### config.mk
export PLATFORM = sky130hd
export DESIGN_NAME = fepq_csr
export DESIGN_NICKNAME = d
export VERILOG_FILES = /design/src/hdl/fepq_pkg.sv /design/src/hdl/fepq_csr.sv
export SDC_FILE = /design/constraint.sdc
export NUM_CORES = 1
export LEC_CHECK = 0
export BUFFER_PORTS_ARGS = -buffer_cell sky130_fd_sc_hd__clkbuf_2
export CAP_MARGIN = 40
export CORE_MARGIN = 1.5
export CORE_UTILIZATION = 52
export CTS_BUF_LIST = sky130_fd_sc_hd__clkbuf_4 sky130_fd_sc_hd__clkbuf_8
export CTS_CLUSTER_SIZE = 10
export DETAILED_ROUTE_END_ITERATION = 10
export MAX_ROUTING_LAYER = met4
export PLACE_DENSITY = 0.82
export SLEW_MARGIN = 20
export SYNTH_ARGS = -nofsm -noshare
export SYNTH_HDL_FRONTEND = slang
export SYNTH_SLANG_ARGS = --single-unit
### constraint.sdc
create_clock -name clock -period 1.2 [get_ports clock]
set_input_delay 0.12 -clock clock [delete_from_list [all_inputs] [get_ports clock]]
set_output_delay 0.12 -clock clock [all_outputs]
set_load 0.05 [all_outputs]
### src/hdl/fepq_pkg.sv
// Shared types and constants for the FIFO row/byte quota eviction block.
package fepq_pkg;

   localparam int BLOCK_W   = 32;  // row and byte count of one stored block
   localparam int LIMIT_W   = 40;  // limit registers and reported totals
   localparam int OUT_CNT_W = 9;   // reported block counts
   localparam int CSR_IDX_W = 2;

   typedef enum logic [1:0] {
      ACT_STAGE  = 2'd0,
      ACT_COMMIT = 2'd1,
      ACT_TRIM   = 2'd2,
      ACT_CLEAR  = 2'd3
   } action_type;

   typedef enum logic [CSR_IDX_W-1:0] {
      REG_BYTE_UPPER = 2'd0,
      REG_ROW_UPPER  = 2'd1,
      REG_BYTE_LOWER = 2'd2,
      REG_ROW_LOWER  = 2'd3
   } csr_reg_type;

   localparam logic STATUS_OK   = 1'b0;
   localparam logic STATUS_FULL = 1'b1;

   typedef struct packed {
      logic [LIMIT_W-1:0] byte_upper;
      logic [LIMIT_W-1:0] row_upper;
      logic [LIMIT_W-1:0] byte_lower;
      logic [LIMIT_W-1:0] row_lower;
   } limits_type;

   typedef struct packed {
      logic [BLOCK_W-1:0] rows;
      logic [BLOCK_W-1:0] bytes;
   } entry_type;

endpackage

### src/hdl/fepq_csr.sv
// Limit registers written through the plain CSR write port.
module fepq_csr import fepq_pkg::*; (
   input  logic                 clock,
   input  logic                 reset,
   input  logic                 csr_we,
   input  logic [CSR_IDX_W-1:0] csr_index,
   input  logic [LIMIT_W-1:0]   csr_wdata,
   output limits_type           limits
);

   limits_type limits_ff;
   limits_type limits_in;

   always_comb begin
      limits_in = limits_ff;
      if (csr_we) begin
         unique case (csr_reg_type'(csr_index))
            REG_BYTE_UPPER: limits_in.byte_upper = csr_wdata;
            REG_ROW_UPPER:  limits_in.row_upper  = csr_wdata;
            REG_BYTE_LOWER: limits_in.byte_lower = csr_wdata;
            REG_ROW_LOWER:  limits_in.row_lower  = csr_wdata;
            default:        limits_in = limits_ff;
         endcase
      end
   end

   always_ff @(posedge clock) begin
      if (reset) begin
         limits_ff <= '0;
      end else begin
         limits_ff <= limits_in;
      end
   end

   assign limits = limits_ff;

endmodule

== After elaboration in Yosys (flattened, before gate mapping) ==
Cells that the tools add are included.

* Bits in registers: 160
* Input port bits: 45
* Logic and storage cells: 12
* Output and inout port bits: 160

* Reductions and logical operators: 5
* Eq/ne operators: 3

{| class="wikitable"
|+ Operators with widths
! kind !! number
|-
| $reduce_and 2->1 || 4
|-
| $eq 2x2->1 const B || 2
|-
| $eq 2x1->1 const B || 1
|-
| $logic_not 2->1 || 1
|}

== Depth between registers and ports, before layout ==
* Depth after elaboration: 2
* Depth in mapped cells: 4
* Gate-level depth less buffers: 2

== Worst setup path before layout ==
No wires, ideal clock.

* Kind: register -> register
* From: reg limits[0] (netlist name)
* To: reg limits_ff, in the netlist limits[0]
* Arrival time: 0.817 ns
* Library setup time: 0.072 ns
* Cell stages (with the launch flop): 3
* Slack: 0.312 ns
* Clock period less this slack: 0.888 ns
* Data required time: 1.128 ns
* Buffers on the path: 0
* Path through: dfxtp_1 -> nand2b_1 -> mux2i_1

{| class="wikitable"
|+ RTL lines
! item !! RTL line !! RTL
|-
| to (signal assigned) || fepq_csr.sv:31 || <nowiki>limits_ff <= limits_in;</nowiki>
|-
| to (decl) || fepq_csr.sv:11 || <nowiki>limits_type limits_ff;</nowiki>
|}

== Worst setup path after layout ==
* From: reg limits_ff, in the netlist limits[110]
* To: out limits[110] (netlist name)

{| class="wikitable"
|+ RTL lines
! item !! RTL line !! RTL
|-
| to (decl) || fepq_csr.sv:8 || <nowiki>output limits_type limits</nowiki>
|}

No word-level cell between the ends.

==> run summary <==
Peak supply drop -> 0.000900 V
Worst Path Arrival -> 1.05 ns
Worst Reg2Reg Path Length in Cells -> 2
most area-consuming cells after synthesis -> dfxtp_1, mux2i_1, nand2b_1
share of the synthesized area in the top cell type -> 50.8%
final max-slew violation count -> 0
post-synthesis cell count -> 566
cell-internal power -> 8.07 mW
die width -> 113 µm
clock latency on the worst-skew pair -> 0.43 ns
total track usage -> 24.2%
Critical Path Start Type -> flop
required time of the critical path -> 1.08 ns
Detail Placement HPWL -> 10200 µm
Root Driver -> clkbuf_8
worst rel slew slack -> 71.1%
count of nets after finishing -> 812
final number of setup-violating endpoints -> 0
Yosys warnings -> 0
drt pass-1 iters -> 4
final worst clock skew -> 0 ns
R2R setup slack -> 0.48 ns
number of flip-flops under the largest register name -> 160
number of flip-flops and latches in the synthesized netlist -> 160
type of the worst min-delay path -> in2reg
switching share of power -> 28.4%
Crit path depth -> 1
I/O pin count -> 205
synthesized area divided by synthesized cell count -> 11.1 µm²
minimum clock period after layout -> 1.17 ns
Remaining Overflow, GRT -> 0
area added between synthesis and finish -> 31.6%
Synthesized Nets -> 611
nature of the critical path endpoint -> primary output
pwr dens -> 1360 mW/mm²
final weighted congestion in routability-driven placement -> 0.817
total routed wirelength -> 15000 µm
worst reg2reg path startpoint -> limits[45]
die height -> 113 µm
combinational fraction of design power -> 15.1%
number of antenna violations at the first check in global routing -> 0
Top Family by Delay on Critical Path -> flip-flops
filler-free cell count of the finished design -> 926
vias in the first global route -> 4818
first-pass GRT wire length -> 23900 µm
clock sink total -> 160
part of the power in the clock network -> 35.2%
end point of the critical path -> limits[110]
static leakage power -> 4.12 nW
outcome -> complete, no violations
Vias -> 4647
largest stage delay on the critical path -> 0.35 ns
clock transition at the registers of the reported paths -> 0.08 ns
number of hold violations in the final report -> 0
Detail Route Antenna Nets -> 0
diode count -> 0
share of synthesized area occupied by flip-flops and latches -> 50.8%
std cell rows -> 40
launching instance or port of the critical path -> limits[110]
post-placement cell count -> 889
Synth area leader -> dfxtp_1
pin count of the biggest net entering global routing -> 75
drt initial violations -> 175
worst-case clock buffer depth -> 2
Max Clock Freq -> 858 MHz
Starting Density -> 52.9%
standard cell core area -> 0.0119 mm²
average routed wire per standard cell -> 16.2 µm
layout cells sized above 1 -> 32.0%
buffers plus inverters on the worst setup path -> 1
terminus of the critical flop-to-flop path -> limits[45]
drc violations -> 0
count of unique library cells instantiated by Yosys -> 12
port buffer count -> 204
post-DR vias/cell -> 5.02
cell with the largest stage delay on the worst path -> dfxtp_1
Worst-Margin Slew -> 0.434 ns
Post-Route Utilization -> 69.6%
cell chain of the critical path -> buf_2
largest fanout of any net on the critical path -> 2
reported max-cap violation count -> 0
summed instance area of the synthesized netlist -> 0.00630 mm²
net load switching power -> 3.20 mW
maximum level of the CTS H-tree -> 4
TritonCTS Buffers -> 17
fraction of the cycle the final worst path needs -> 97.1%
clock tree from TritonCTS -> yes
kind of critical path -> reg2out
floorplan die area -> 0.0128 mm²
relative contribution of sequential cells to total power -> 49.7%
## logic make-up (layout without fill, tap and decap cells)
logic type	count (synthesis)	in the layout	share of synthesized area [%]
buffers and inverters	40	253	3.22
DFF	160	160	50.8
muxes	160	160	25.4
and+or+nand+nor	206	206	20.6
## synthesized netlist by cell type
cell and count:
nor3b_1 1, or3b_1 1, buf_6 3, and3b_1 1
nand3_1 1, buf_2 12, mux2i_1 160, nand2b_1 200
buf_4 4, nand3b_1 2, clkbuf_1 21, dfxtp_1 160
## cells in the final DEF, fill, tap and decap left out
cell type / n
nand2b_1: 200
mux2i_1: 160
dfxtp_1: 160
clkbuf_4: 118
clkbuf_2: 44
buf_4: 25
buf_2: 23
clkbuf_8: 19
buf_12: 7
dlygate4sd3_1: 6
inv_6: 3
nand3b_1: 2
clkinv_2: 2
clkinvlp_4: 2
clkinv_4: 2
bufinv_16: 2
nor3b_2: 1
and3b_1: 1
nand3_2: 1
or3b_1: 1
## final cells by class
cell class	count	area (µm²)
Sequential cell	160	3200
Tap cell	147	184
Clock inverter	11	129
Timing Repair Buffer	222	1600
Multi-Input combinational cell	366	2910
Clock buffer	20	269
Fill cell	870	3620
## how the worst min path moves through the flow
stage | startpoint | end | cells after the start
floorplan | csr_wdata[39] | limits[119] | 2
detailed placement | limits[150] | limits[150] | 2
global placement | csr_wdata[17] | limits[97] | 3
global route | csr_wdata[35] | limits[115] | 3
finish | csr_wdata[12] | limits[92] | 3
CTS | csr_wdata[19] | limits[59] | 3
## per-layer routing
| metal | vias up | share of wire, % | global-route usage [%] | wire (µm) |
|---|---|---|---|---|
| met5 | - | 0 | - | 0 |
| met4 | 0 | 2.2 | 8.67 | 323 |
| met3 | 29 | 4.2 | 5.14 | 624 |
| met2 | 133 | 50 | 40.1 | 7490 |
| met1 | 2221 | 44 | 29.1 | 6540 |
| li1 | 2264 | - | - | - |
## power by group through the flow
stage / sequential, mW / clock (mW) / combinational, mW
after global routing: 5.62 / 4.29 / 1.78
after detailed placement: 5.72 / 0 / 1.60
final: 5.60 / 3.97 / 1.70
after global placement: 5.71 / 0 / 1.57
after CTS: 5.60 / 4.05 / 1.69
after floorplan: 6.36 / 0 / 0.538
## stage by stage
stage	total power, mW	setup slack, ns	hold slack [ns]	TNS [ns]	area [µm²]
after global placement	7.28	0.0207	0.445	0	7500
after CTS	11.3	0.00000122	0.000746	0	8240
final	11.3	0.0344	0.0236	0	8290
after floorplan	6.90	0.312	0.341	0	6300
after global routing	11.7	-0.0203	0.0314	-0.0203	8290
after detailed placement	7.32	-0.0274	0.459	-0.244	7500
## repair_timing
action,in CTS,in global routing
hold buffers,6,0
endpoints found under the setup margin,116,61
gates resized for setup,116,82
cloned,0,0
endpoints found under the hold margin,13,0
buffers inserted,0,0
pin swaps,0,0
Note: power is estimated with default switching activity, not from simulation.
